`src/rtl/core/lmpr_pkg.sv`:
```
// Shared types, move codes, sensor patterns and the path shortening rules.
`default_nettype none

package lmpr_pkg;

    // Operation codes carried with each sample
    localparam logic [1:0] OP_LEARN   = 2'd0;
    localparam logic [1:0] OP_REPLAY  = 2'd1;
    localparam logic [1:0] OP_RESTART = 2'd2;
    localparam logic [1:0] OP_REWIND  = 2'd3;

    // Move codes, stored in the path (all but probe) and answered on the result beat
    localparam logic [2:0] MV_STOP  = 3'd0;
    localparam logic [2:0] MV_FWD   = 3'd1;
    localparam logic [2:0] MV_LEFT  = 3'd2;
    localparam logic [2:0] MV_RIGHT = 3'd3;
    localparam logic [2:0] MV_BACK  = 3'd4;
    localparam logic [2:0] MV_PROBE = 3'd5;

    // Sensor patterns, sensor 1 in the most significant bit
    localparam logic [6:0] PAT_FWD_A   = 7'b0011000;
    localparam logic [6:0] PAT_FWD_B   = 7'b0010000;
    localparam logic [6:0] PAT_LEFT_A  = 7'b1111110;
    localparam logic [6:0] PAT_LEFT_B  = 7'b1101000;
    localparam logic [6:0] PAT_LEFT_C  = 7'b1111000;
    localparam logic [6:0] PAT_RIGHT_A = 7'b0011110;
    localparam logic [6:0] PAT_RIGHT_B = 7'b0001110;
    localparam logic [6:0] PAT_FINISH  = 7'b1111111;
    localparam logic [6:0] PAT_DEAD    = 7'b0001000;
    localparam logic [6:0] PAT_BLANK   = 7'b0000000;

    // Outcome of classifying one learn sample
    typedef struct packed {
        logic       push;    // append move to the path
        logic [2:0] move;    // move to answer (and to push)
        logic       lost;    // pattern not recognized
        logic       finish;  // finish pattern seen
        logic       probe;   // dead-end probe, arm confirmation
    } class_t;

    // Outcome of one shortening rule lookup on X B Y
    typedef struct packed {
        logic       hit;
        logic [2:0] code;
    } reduce_t;

    // Left-hand rules: first entry X and last entry Y around a back move
    function automatic reduce_t shorten(input logic [2:0] first, input logic [2:0] last);
        reduce_t r;
        r.hit  = 1'b1;
        r.code = MV_STOP;
        priority if (first == MV_LEFT && last == MV_LEFT)
            r.code = MV_FWD;
        else if (first == MV_LEFT && last == MV_FWD)
            r.code = MV_RIGHT;
        else if (first == MV_RIGHT && last == MV_LEFT)
            r.code = MV_BACK;
        else if (first == MV_FWD && last == MV_FWD)
            r.code = MV_BACK;
        else if (first == MV_LEFT && last == MV_RIGHT)
            r.code = MV_BACK;
        else if (first == MV_FWD && last == MV_LEFT)
            r.code = MV_RIGHT;
        else
            r.hit = 1'b0;
        return r;
    endfunction

endpackage

`default_nettype wire

```
`src/rtl/core/lmpr_in_if.sv`:
```
// Sample channel: operation and sensor pattern with valid/ready handshake.
`default_nettype none

interface lmpr_in_if;
    logic       valid;
    logic       ready;
    logic [1:0] operation;
    logic [6:0] sensors;

    modport source (output valid, output operation, output sensors, input ready);
    modport sink   (input valid, input operation, input sensors, output ready);
endinterface

`default_nettype wire

```
`src/rtl/core/lmpr_out_if.sv`:
```
// Result channel: move, flags and path length with valid/ready handshake.
`default_nettype none

interface lmpr_out_if;
    logic       valid;
    logic       ready;
    logic [2:0] move;
    logic       lost;
    logic       end_reached;
    logic       overflow;
    logic [6:0] path_length;

    modport source (output valid, output move, output lost, output end_reached,
                    output overflow, output path_length, input ready);
    modport sink   (input valid, input move, input lost, input end_reached,
                    input overflow, input path_length, output ready);
endinterface

`default_nettype wire

```
`src/rtl/core/line_maze_path_recorder.sv`:
```
// Line-maze path recorder: learn, shorten and replay a move path.
//
// channel  | dir | beat contents
// ---------+-----+-----------------------------------------------------------
// sample   | in  | operation[1:0], sensors[6:0]
// result   | out | move[2:0], lost, end_reached, overflow, path_length[6:0]
//
// A sample passes from idle to the done state, a replay read through a read state
// between. A push then runs shortening steps, which end when fewer than three
// entries remain or no rule folds; each step reads the two entries under the top
// from the path store, and the number of steps stays below PATH_DEPTH/2.
// Reset clears path count, replay index, pending flag, output valid and the sequencer.
// A result waits in the output register; the next sample is taken meanwhile,
// and a finished result holds in the sequencer until the output register frees.
`default_nettype none

module line_maze_path_recorder #(
    parameter int PATH_DEPTH = 64
) (
    input  wire logic  clk,
    input  wire logic  rst_n,
    lmpr_in_if.sink    sample,
    lmpr_out_if.source result
);

    localparam int AW = (PATH_DEPTH > 1) ? $clog2(PATH_DEPTH) : 1;
    localparam int CW = $clog2(PATH_DEPTH + 1);
    localparam logic [CW-1:0] DEPTH_C = CW'(PATH_DEPTH);

    // sequencer states
    localparam logic [2:0] ST_IDLE      = 3'd0;
    localparam logic [2:0] ST_RED_ISSUE = 3'd1;
    localparam logic [2:0] ST_RED_EVAL  = 3'd2;
    localparam logic [2:0] ST_RPL_EVAL  = 3'd3;
    localparam logic [2:0] ST_DONE      = 3'd4;

    logic [2:0]    state_reg, state_next;
    logic [CW-1:0] count_reg, count_next;
    logic [CW-1:0] rindex_reg, rindex_next;
    logic          pending_reg, pending_next;
    logic [2:0]    top_reg, top_next;

    // pending result
    logic [2:0] res_move_reg, res_move_next;
    logic       res_lost_reg, res_lost_next;
    logic       res_end_reg, res_end_next;
    logic       res_ovf_reg, res_ovf_next;

    // output register
    logic       out_valid_reg, out_valid_next;
    logic [2:0] out_move_reg, out_move_next;
    logic       out_lost_reg, out_lost_next;
    logic       out_end_reg, out_end_next;
    logic       out_ovf_reg, out_ovf_next;
    logic [6:0] out_len_reg, out_len_next;

    // memory port signals
    logic          mem_we;
    logic [AW-1:0] mem_waddr;
    logic [2:0]    mem_wdata;
    logic [AW-1:0] mem_raddr_a;
    logic [AW-1:0] mem_raddr_b;
    logic [2:0]    mem_rdata_a;
    logic [2:0]    mem_rdata_b;

    logic [CW-1:0]     cnt_m2;
    logic [CW-1:0]     cnt_m3;
    lmpr_pkg::class_t  cls;
    lmpr_pkg::reduce_t red;
    logic              accept;

    lmpr_classify u_classify (
        .sensors (sample.sensors),
        .pending (pending_reg),
        .cls     (cls)
    );

    lmpr_path_mem #(
        .DEPTH (PATH_DEPTH),
        .AW    (AW)
    ) u_path_mem (
        .clk     (clk),
        .we      (mem_we),
        .waddr   (mem_waddr),
        .wdata   (mem_wdata),
        .raddr_a (mem_raddr_a),
        .raddr_b (mem_raddr_b),
        .rdata_a (mem_rdata_a),
        .rdata_b (mem_rdata_b)
    );

    assign sample.ready = (state_reg == ST_IDLE);
    assign accept       = sample.valid && sample.ready;

    assign cnt_m2 = count_reg - CW'(2);
    assign cnt_m3 = count_reg - CW'(3);

    // port A serves replay in idle and the middle entry while reducing
    assign mem_raddr_a = (state_reg == ST_IDLE) ? rindex_reg[AW-1:0] : cnt_m2[AW-1:0];
    assign mem_raddr_b = cnt_m3[AW-1:0];

    // rule lookup on first entry and cached top
    assign red = lmpr_pkg::shorten(mem_rdata_b, top_reg);

    // sequencer
    always_comb
    begin
        state_next    = state_reg;
        count_next    = count_reg;
        rindex_next   = rindex_reg;
        pending_next  = pending_reg;
        top_next      = top_reg;
        res_move_next = res_move_reg;
        res_lost_next = res_lost_reg;
        res_end_next  = res_end_reg;
        res_ovf_next  = res_ovf_reg;
        mem_we        = 1'b0;
        mem_waddr     = count_reg[AW-1:0];
        mem_wdata     = top_reg;

        unique case (state_reg)
            ST_IDLE:
            begin
                if (accept)
                begin
                    res_move_next = lmpr_pkg::MV_STOP;
                    res_lost_next = 1'b0;
                    res_end_next  = 1'b0;
                    res_ovf_next  = 1'b0;
                    pending_next  = 1'b0;
                    state_next    = ST_DONE;
                    unique case (sample.operation)
                        lmpr_pkg::OP_LEARN:
                        begin
                            res_move_next = cls.move;
                            res_lost_next = cls.lost;
                            res_end_next  = cls.finish;
                            pending_next  = cls.probe;
                            if (cls.push)
                            begin
                                if (count_reg >= DEPTH_C)
                                    res_ovf_next = 1'b1;
                                else
                                begin
                                    // push, then try to shorten
                                    mem_we     = 1'b1;
                                    mem_waddr  = count_reg[AW-1:0];
                                    mem_wdata  = cls.move;
                                    top_next   = cls.move;
                                    count_next = count_reg + CW'(1);
                                    state_next = ST_RED_ISSUE;
                                end
                            end
                        end
                        lmpr_pkg::OP_REPLAY:
                        begin
                            if (sample.sensors == lmpr_pkg::PAT_FWD_A)
                            begin
                                if (rindex_reg < count_reg)
                                begin
                                    rindex_next = rindex_reg + CW'(1);
                                    state_next  = ST_RPL_EVAL;
                                end
                                else
                                begin
                                    res_move_next = lmpr_pkg::MV_FWD;
                                    res_end_next  = 1'b1;
                                end
                            end
                            else if (sample.sensors == lmpr_pkg::PAT_BLANK)
                                res_end_next = 1'b1;
                        end
                        lmpr_pkg::OP_RESTART:
                        begin
                            count_next  = '0;
                            rindex_next = '0;
                        end
                        lmpr_pkg::OP_REWIND:
                            rindex_next = '0;
                        default:
                            state_next = ST_DONE;
                    endcase
                end
            end
            ST_RED_ISSUE:
            begin
                // reads of the two entries under the top go out this cycle
                if (count_reg >= CW'(3))
                    state_next = ST_RED_EVAL;
                else
                    state_next = ST_DONE;
            end
            ST_RED_EVAL:
            begin
                if (mem_rdata_a == lmpr_pkg::MV_BACK && red.hit)
                begin
                    // fold X B Y into one entry
                    mem_we     = 1'b1;
                    mem_waddr  = cnt_m3[AW-1:0];
                    mem_wdata  = red.code;
                    top_next   = red.code;
                    count_next = cnt_m2;
                    state_next = ST_RED_ISSUE;
                end
                else
                    state_next = ST_DONE;
            end
            ST_RPL_EVAL:
            begin
                res_move_next = mem_rdata_a;
                res_end_next  = (mem_rdata_a == lmpr_pkg::MV_STOP);
                state_next    = ST_DONE;
            end
            ST_DONE:
            begin
                if (!out_valid_reg || result.ready)
                    state_next = ST_IDLE;
            end
            default:
                state_next = ST_IDLE;
        endcase
    end

    // output register: load from the sequencer, drop once taken
    always_comb
    begin
        out_valid_next = out_valid_reg;
        out_move_next  = out_move_reg;
        out_lost_next  = out_lost_reg;
        out_end_next   = out_end_reg;
        out_ovf_next   = out_ovf_reg;
        out_len_next   = out_len_reg;
        if (out_valid_reg && result.ready)
            out_valid_next = 1'b0;
        if (state_reg == ST_DONE && (!out_valid_reg || result.ready))
        begin
            out_valid_next = 1'b1;
            out_move_next  = res_move_reg;
            out_lost_next  = res_lost_reg;
            out_end_next   = res_end_reg;
            out_ovf_next   = res_ovf_reg;
            out_len_next   = 7'(count_reg);
        end
    end

    // control state
    always_ff @(posedge clk or negedge rst_n)
    begin
        if (!rst_n)
        begin
            state_reg     <= ST_IDLE;
            count_reg     <= '0;
            rindex_reg    <= '0;
            pending_reg   <= 1'b0;
            out_valid_reg <= 1'b0;
        end
        else
        begin
            state_reg     <= state_next;
            count_reg     <= count_next;
            rindex_reg    <= rindex_next;
            pending_reg   <= pending_next;
            out_valid_reg <= out_valid_next;
        end
    end

    // payload
    always_ff @(posedge clk)
    begin
        top_reg      <= top_next;
        res_move_reg <= res_move_next;
        res_lost_reg <= res_lost_next;
        res_end_reg  <= res_end_next;
        res_ovf_reg  <= res_ovf_next;
        out_move_reg <= out_move_next;
        out_lost_reg <= out_lost_next;
        out_end_reg  <= out_end_next;
        out_ovf_reg  <= out_ovf_next;
        out_len_reg  <= out_len_next;
    end

    assign result.valid       = out_valid_reg;
    assign result.move        = out_move_reg;
    assign result.lost        = out_lost_reg;
    assign result.end_reached = out_end_reg;
    assign result.overflow    = out_ovf_reg;
    assign result.path_length = out_len_reg;

endmodule

`default_nettype wire

```
`src/rtl/core/lmpr_classify.sv`:
```
// Learn-sample classifier: maps a sensor pattern to a move, with dead-end confirm.
`default_nettype none

module lmpr_classify (
    input  wire logic           [6:0] sensors,
    input  wire logic                 pending,
    output lmpr_pkg::class_t          cls
);

    always_comb
    begin
        cls        = '0;
        cls.move   = lmpr_pkg::MV_STOP;
        // confirm a pending dead end on a blank sample
        if (pending && sensors == lmpr_pkg::PAT_BLANK)
        begin
            cls.push = 1'b1;
            cls.move = lmpr_pkg::MV_BACK;
        end
        else
        begin
            unique case (sensors)
                lmpr_pkg::PAT_FWD_A, lmpr_pkg::PAT_FWD_B:
                begin
                    cls.push = 1'b1;
                    cls.move = lmpr_pkg::MV_FWD;
                end
                lmpr_pkg::PAT_LEFT_A, lmpr_pkg::PAT_LEFT_B, lmpr_pkg::PAT_LEFT_C:
                begin
                    cls.push = 1'b1;
                    cls.move = lmpr_pkg::MV_LEFT;
                end
                lmpr_pkg::PAT_RIGHT_A, lmpr_pkg::PAT_RIGHT_B:
                begin
                    cls.push = 1'b1;
                    cls.move = lmpr_pkg::MV_RIGHT;
                end
                lmpr_pkg::PAT_FINISH:
                begin
                    cls.push   = 1'b1;
                    cls.move   = lmpr_pkg::MV_STOP;
                    cls.finish = 1'b1;
                end
                lmpr_pkg::PAT_DEAD:
                begin
                    cls.probe = 1'b1;
                    cls.move  = lmpr_pkg::MV_PROBE;
                end
                default:
                begin
                    cls.lost = 1'b1;
                    cls.move = lmpr_pkg::MV_STOP;
                end
            endcase
        end
    end

endmodule

`default_nettype wire

```
`src/rtl/core/lmpr_path_mem.sv`:
```
// Path store: one write port and two registered read ports.
`default_nettype none

module lmpr_path_mem #(
    parameter int DEPTH = 64,
    parameter int AW    = 6
) (
    input  wire logic          clk,
    input  wire logic          we,
    input  wire logic [AW-1:0] waddr,
    input  wire logic [2:0]    wdata,
    input  wire logic [AW-1:0] raddr_a,
    input  wire logic [AW-1:0] raddr_b,
    output logic      [2:0]    rdata_a,
    output logic      [2:0]    rdata_b
);

    logic [2:0] mem [DEPTH];

    // write the top entry
    always_ff @(posedge clk)
    begin
        if (we)
            mem[waddr] <= wdata;
    end

    // register both reads
    always_ff @(posedge clk)
    begin
        rdata_a <= mem[raddr_a];
        rdata_b <= mem[raddr_b];
    end

endmodule

`default_nettype wire

```
`src/flat_wrapper.sv`:
```
// flat-port wrapper written by rule: the top's interface ports become plain ports
module line_maze_path_recorder_flat 
#(
    parameter int PATH_DEPTH = 64
)
  (clk, rst_n, sample_valid, sample_operation, sample_sensors, sample_ready, result_valid, result_move, result_lost, result_end_reached, result_overflow, result_path_length, result_ready);
  lmpr_in_if sample_i ();
  lmpr_out_if result_i ();
  input  wire logic clk;
  input  wire logic rst_n;
  input wire logic [$bits(sample_i.valid)-1:0] sample_valid;
  input wire logic [$bits(sample_i.operation)-1:0] sample_operation;
  input wire logic [$bits(sample_i.sensors)-1:0] sample_sensors;
  output wire logic [$bits(sample_i.ready)-1:0] sample_ready;
  output wire logic [$bits(result_i.valid)-1:0] result_valid;
  output wire logic [$bits(result_i.move)-1:0] result_move;
  output wire logic [$bits(result_i.lost)-1:0] result_lost;
  output wire logic [$bits(result_i.end_reached)-1:0] result_end_reached;
  output wire logic [$bits(result_i.overflow)-1:0] result_overflow;
  output wire logic [$bits(result_i.path_length)-1:0] result_path_length;
  input wire logic [$bits(result_i.ready)-1:0] result_ready;
  assign sample_i.valid = sample_valid;
  assign sample_i.operation = sample_operation;
  assign sample_i.sensors = sample_sensors;
  assign sample_ready = sample_i.ready;
  assign result_valid = result_i.valid;
  assign result_move = result_i.move;
  assign result_lost = result_i.lost;
  assign result_end_reached = result_i.end_reached;
  assign result_overflow = result_i.overflow;
  assign result_path_length = result_i.path_length;
  assign result_i.ready = result_ready;
  line_maze_path_recorder #(.PATH_DEPTH(PATH_DEPTH)) u_core (.clk(clk), .rst_n(rst_n), .sample(sample_i), .result(result_i));
endmodule
```
`config.mk`:
```
export PLATFORM = sky130hd
export DESIGN_NAME = line_maze_path_recorder_flat
export DESIGN_NICKNAME = d
export VERILOG_FILES = /design/src/rtl/core/lmpr_pkg.sv /design/src/rtl/core/lmpr_in_if.sv /design/src/rtl/core/lmpr_out_if.sv /design/src/rtl/core/line_maze_path_recorder.sv /design/src/rtl/core/lmpr_classify.sv /design/src/rtl/core/lmpr_path_mem.sv /design/src/flat_wrapper.sv
export SDC_FILE = /design/constraint.sdc
export NUM_CORES = 1
export LEC_CHECK = 0
export BUFFER_PORTS_ARGS = -buffer_cell sky130_fd_sc_hd__buf_2
export CORE_MARGIN = 10
export CORE_UTILIZATION = 42
export CTS_BUF_LIST = sky130_fd_sc_hd__clkbuf_4 sky130_fd_sc_hd__clkbuf_8
export DETAILED_ROUTE_END_ITERATION = 10
export PLACE_DENSITY = 0.67
export SYNTH_ARGS = -nofsm -noshare
export SYNTH_HDL_FRONTEND = slang
export SYNTH_SLANG_ARGS = --single-unit
```
`constraint.sdc`:
```
create_clock -name clk -period 7.4 [get_ports clk]
set_input_delay 0.74 -clock clk [delete_from_list [all_inputs] [get_ports clk]]
set_output_delay 0.74 -clock clk [all_outputs]
set_load 0.01 [all_outputs]
```
== Yosys cells after proc, flatten, opt, wreduce, memory -nomap -nowiden ==
Memory sizes are Yosys's and may differ from the RTL's. A register that Yosys moved wholly into a read port is not among the register bits.
Cells that the tools add are included.
Operators by class
  $lt $le $gt $ge: 3
  multiplexer cells: 70
  equal/unequal tests: 31
  add/sub/neg operators: 4
  reduce and logical (&&, ||, !) cells: 34
  bitwise operators: 1
Operator list (count)
  3-bit 2-to-1 mux: 20
  7-bit 2-to-1 mux: 6
  7-bit one-hot mux with 2 select lines: 3
  7-bit == test, second input constant: 4
  1-bit 2-to-1 mux: 26
  3-bit one-hot mux with 2 select lines: 4
  7-bit by 5-bit == test with 1-bit output, second input constant: 3
  3-bit by 2-bit == test with 1-bit output, second input constant: 6
  6-bit 2-to-1 mux: 3
  3-bit one-hot mux with 5 select lines: 1
  7-bit by 1-bit adder with 7-bit output, second input constant: 2
  7-bit by 4-bit == test with 1-bit output, second input constant: 2
  3-bit one-hot mux with 4 select lines: 1
  1-bit logical AND: 11
  3-bit by 1-bit == test with 1-bit output, second input constant: 3
  3-bit != test, second input constant: 3
  9-bit OR reduction: 1
  2-bit AND reduction: 4
  2-bit nonzero test: 4
  2-bit OR reduction: 4
  8-bit OR reduction: 1
  7-bit by 2-bit >= comparator with 1-bit output, second input constant: 1
  7-bit >= comparator, second input constant: 1
  7-bit zero test: 1
  other kinds (19): 28
Word-level totals
  bits in registers: 41
  output and inout bits: 15
  input port bits: 13
  bits in writable memories: 192
  memories: 1
  word-level logic and storage cells: 159
Memory list
  u_core.u_path_mem.mem: words 64, bits a word 3, read ports 2, clocked after memory_dff 2, write ports 1, RTL line lmpr_path_mem.sv:18  | logic [2:0] mem [DEPTH];

== Longest topological paths before layout ==
  depth in word-level cells: 13
  gate-level depth with buffers: 12

== Hierarchy ==
Synthesis repeated with hierarchy kept, for this count alone.
Second synthesis, totals
  cell total of the unflattened synthesis: 878
  area, all modules: 12384.4 µm²
By module, submodules not included
  lmpr_path_mem: instances 1, area an instance 9544.2 µm², cells each 563, seq. area each 5885.6 µm²
  line_maze_path_recorder: instances 1, area an instance 2711.4 µm², cells each 292, seq. area each 1106.1 µm²
  lmpr_classify: instances 1, area an instance 128.9 µm², cells each 23, seq. area each 0.0 µm²

== Worst setup path before layout ==
No wires, ideal clock.
  path kind: reg-to-reg
  from: reg u_core.state_reg[0]
  to: mem u_core.u_path_mem.mem[0][2], data pin
  library setup time: 708 ps
  arrival time: 4156 ps
  setup slack: 2535 ps
  cell stages (with the launch flop): 8
  buffers on the path: 3
  path through: dfrtp_1 -> buf_6 -> nor2_1 -> nand2_1 -> or3_1 -> clkbuf_1 -> clkbuf_1 -> o21ai_0
On the way
  word-level cells in the longest chain between the ends: 4
  elaborated cells on any way between the ends: 5
  those cells by class: 1 x eq/ne; 2 x mux; 2 x reduce/logical
RTL lines
  from (decl): RTL line line_maze_path_recorder.sv:37  | logic [2:0] state_reg, state_next;
  from (signal assigned): RTL line line_maze_path_recorder.sv:259  | state_reg <= state_next;
  3-bit zero test: RTL line line_maze_path_recorder.sv:92, line_maze_path_recorder.sv:121
  1-bit logical AND: RTL line line_maze_path_recorder.sv:93  | assign accept = sample.valid && sample.ready;
  3-bit 2-to-1 mux: RTL line line_maze_path_recorder.sv:124  | if (accept)
  3-bit one-hot mux with 2 select lines *: RTL line line_maze_path_recorder.sv:121  | unique case (state_reg)
  via u_core.mem_wdata[2]: RTL line line_maze_path_recorder.sv:60  | logic [2:0] mem_wdata;
  to (decl): RTL line lmpr_path_mem.sv:18
The timed path passes the listed nets; every way through them passes the cells marked *.

== Final worst setup path ==
  from: reg u_core.count_reg[2]
  to: mem u_core.u_path_mem.mem[60][2], enable pin
On the way
  word-level cells in the longest chain between the ends: 8
  elaborated cells on any way between the ends: 11
  those cells by class: 1 x add/sub; 1 x order compare; 9 x mux
RTL lines
  from (decl): RTL line line_maze_path_recorder.sv:38  | logic [CW-1:0] count_reg, count_next;
  from (signal assigned): RTL line line_maze_path_recorder.sv:260  | count_reg <= count_next;
  7-bit >= comparator: RTL line line_maze_path_recorder.sv:141  | if (count_reg >= DEPTH_C)
  1-bit 2-to-1 mux: RTL line line_maze_path_recorder.sv:141
  1-bit 2-to-1 mux: RTL line line_maze_path_recorder.sv:139  | if (cls.push)
  1-bit 2-to-1 mux: RTL line line_maze_path_recorder.sv:132  | unique case (sample.operation)
  1-bit 2-to-1 mux: RTL line line_maze_path_recorder.sv:124
  1-bit one-hot mux with 2 select lines: RTL line line_maze_path_recorder.sv:121
  1-bit 2-to-1 mux: RTL line lmpr_path_mem.sv:23  | if (we)
  1-bit 2-to-1 mux (implied by the code): RTL line lmpr_path_mem.sv:24  | mem[waddr] <= wdata;
Several ways; a longest one is shown, not always the timed one.

==> reports/metrics.cfg <==
[place]
dp_hpwl_microns=22500
port_buffers=27
gp_congestion=0.889

[cts]
cts_tree=yes
clk_pin_slew_ns=0.07
cts_setup_buffers=0
cts_buffer_depth=3
clk_latency_ns=0.57
holdBufCountCts=0
cts_buffers=39
clock_sinks=239
cts_root_buffer=clkbuf_8
cts-resized-gates=0
htree_levels=2

[floorplanning]
core_area_sq_um=29500
initial_core_util=0.424
io_pins=28
dieArea_sq_um=37100
die_width_microns=193
chipHeight_microns=193
rows=63

[worst_setup_path]
cp.arrival_ns=4.29
worst_setup_path_end_kind=register
path_class=register to register
cp_slowest_cell=dfrtp_1
crit_family=compound AO/OA/AOI/OAI gates
cp-start-kind=register
slowest_delay_ns=0.74
path_max_fanout=28
ff2ff_setup_slack_ns=3.35
path_buf_inv=1
crit_required_ns=7.64
cp_cell_sequence=clkinv_1 > ha_1 > a21oi_1 > xnor2_2 > o31ai_1 > nand2_1 > nor2_1

[synthesis]
synth_area_per_cell_sq_um=12.1
synthCells=1034
async_flop_share=0.0795
ys_seq_area_frac=0.559
ys_warn_count=0
ys_seq_elements=239
synthesis.area_sq_um=12500
synth-edff-count=211
synthDistinctLibCells=67
synth_ff_type=edfxtp_1
syn-num-nets=1059

[final_layout]
drive_gt1_frac=0.171
antenna_cells=0
regMostFlops=u_core.u_path_mem.mem
final.fill_count=2676
multiInputGateArea_sq_um=5210
nNetsFinal=1075
area_growth_pct=10.4
largest_reg_flops=192
seqCellArea_sq_um=7000

[min_path]
holdCritPathClass=input port to asynchronous set/reset pin

[route]
routedWlPerCell_microns=23.7
drt-total-wl_microns=34800
ant_nets=0
via_per_inst=6.27
drcViolationCount=0
vias=9212
dr.pass1.iters=6
drtIter0Drc=1010

[sta]
finClkSkew_ns=0.0388
finalSetupTns_ns=0
relSlewSlack=0.0674
max_freq_mhz=247
setup_viol=0
maxSlewViolCount=0
grt_setup_unrepaired=false
fin_hold_ws_ns=0.117
hold_viol=0
period_needed_ns=4.05
worstMarginPinSlew_ns=1.39
fin_crit_sh=0.548

[global_route]
antenna_found_initial=0
grt_pass1_wl_microns=53500
grt-ovfl-total=0
grt_usage=0.186
grt_pass1_vias=9024
grt_max_degree=66

[status]
status=complete, no violations

[pwr]
p_leak_nw=4.46
peakVddDrop_mv=0.226
powerDensity_nw_per_um2=337

[job]
max_cap_violations=0

==> layer usage <==
metal  vias up  share of wire  global-route usage
li1       4081              -                   -
met1      4507           0.40               0.243
met2       535           0.47               0.291
met5         -              0                   0
met3        89          0.099              0.0459
met4         0          0.036              0.0772
==> layout make-up <==
cell class	instances	area share
inverter	17	0.00462
clock inverter	21	0.0117
tap	390	0.0354
sequential	239	0.507
clock buffer	49	0.0443
timing repair buffer	45	0.0196
multi-input combinational	708	0.377
==> worst reg2reg max path, cell delays in order, from the launching register on <==
cell      delay, ns
dfrtp_1        0.74
clkinv_1       0.45
ha_1           0.30
a21oi_1        0.42
xnor2_2        0.49
o31ai_1        0.66
nand2_1        0.37
nor2_1         0.33
==> cells by family (layout without fill, tap and decap cells) <==
| logic type | count (synthesis) | after routing | share of synthesized area |
|---|---|---|---|
| AOI/OAI and AO/OA | 236 | 236 | 0.132 |
| xor gates and xnor gates | 7 | 7 | 0.00490 |
| adders and majority gates | 12 | 12 | 0.0120 |
| buffers and inverters | 87 | 132 | 0.0293 |
| DFF | 239 | 239 | 0.559 |
| muxes | 85 | 85 | 0.126 |
| and+or+nand+nor | 368 | 368 | 0.136 |
==> per-stage QoR <==
step                setup WS (ns)  area [sq um]  power, W   util  instances
floorplan                    2.54         12500   0.00293      -       1034
global placement             3.61         13000   0.00346  0.442       1399
detailed placement           3.55         13000   0.00348  0.442       1399
CTS                          3.54         13800   0.00464  0.468       1469
global route                 3.28         13800   0.00485  0.468       1469
finish                       3.35         13800   0.00465  0.468       1469
==> power breakdown <==
part           switching [W]  total [W]  internal (W)  leakage (nW)
sequential          0.000120    0.00164       0.00152          2.14
clock               0.000548    0.00117      0.000619         0.408
combinational        0.00111    0.00184      0.000725          1.91
total                0.00178    0.00465       0.00287          4.46
==> Yosys cell counts (6+ instances only) <==
cell | count | area [sq um]
a211oi_1 | 48 | 360
a21o_1 | 6 | 45.0
a21oi_1 | 40 | 200
a22oi_1 | 9 | 67.6
a311oi_1 | 18 | 158
a31oi_1 | 21 | 131
and3_1 | 34 | 213
buf_1 | 7 | 26.3
buf_2 | 14 | 70.1
clkbuf_1 | 46 | 173
dfrtp_1 | 19 | 475
dfxtp_1 | 9 | 180
edfxtp_1 | 211 | 6340
ha_1 | 12 | 150
inv_1 | 15 | 56.3
mux2i_1 | 27 | 270
mux4_2 | 58 | 1310
nand2_1 | 136 | 510
nand2b_1 | 9 | 56.3
nand3_1 | 23 | 115
nand4_1 | 7 | 43.8
nor2_1 | 97 | 364
nor2b_1 | 15 | 93.8
nor3_1 | 21 | 105
o211ai_1 | 6 | 45.0
o21ai_0 | 25 | 125
o22ai_1 | 12 | 75.1
o31ai_1 | 8 | 60.1
==> cell usage in the layout (no fill, tap or decap), types with 7 or more instances in the layout <==
master,n
dfrtp_1,18
clkinv_2,7
nor2_1,97
nand4_1,7
buf_2,27
clkbuf_4,10
dfxtp_1,9
nand2b_1,9
nor3_1,21
nand3_1,23
clkbuf_8,39
edfxtp_1,211
nand2_1,135
ha_1,11
a211oi_1,48
nor2b_1,15
clkinv_1,11
a311oi_1,18
buf_4,18
o21ai_0,24
o22ai_1,12
a22oi_1,9
a31oi_1,21
a21oi_1,40
inv_1,15
and3_1,34
mux2i_1,27
o31ai_1,7
mux4_2,58
==> path summary, 6_finish.rpt <==
| check | from | end | depth (start not counted) |
|---|---|---|---|
| setup reg to reg | u_core.count_reg[2] | u_core.u_path_mem.mem[60][2] | 7 |
| hold / removal | rst_n | u_core.result.valid | 1 |
| max in group asynchronous | rst_n | u_core.count_reg[0] | 1 |
| hold reg to reg | u_core.res_move_reg[0] | u_core.result.move[0] | 0 |
| setup / recovery | u_core.count_reg[2] | u_core.u_path_mem.mem[60][2] | 7 |
| min in group clk | u_core.res_move_reg[0] | u_core.result.move[0] | 0 |
Power figures use the tool's default switching activity.
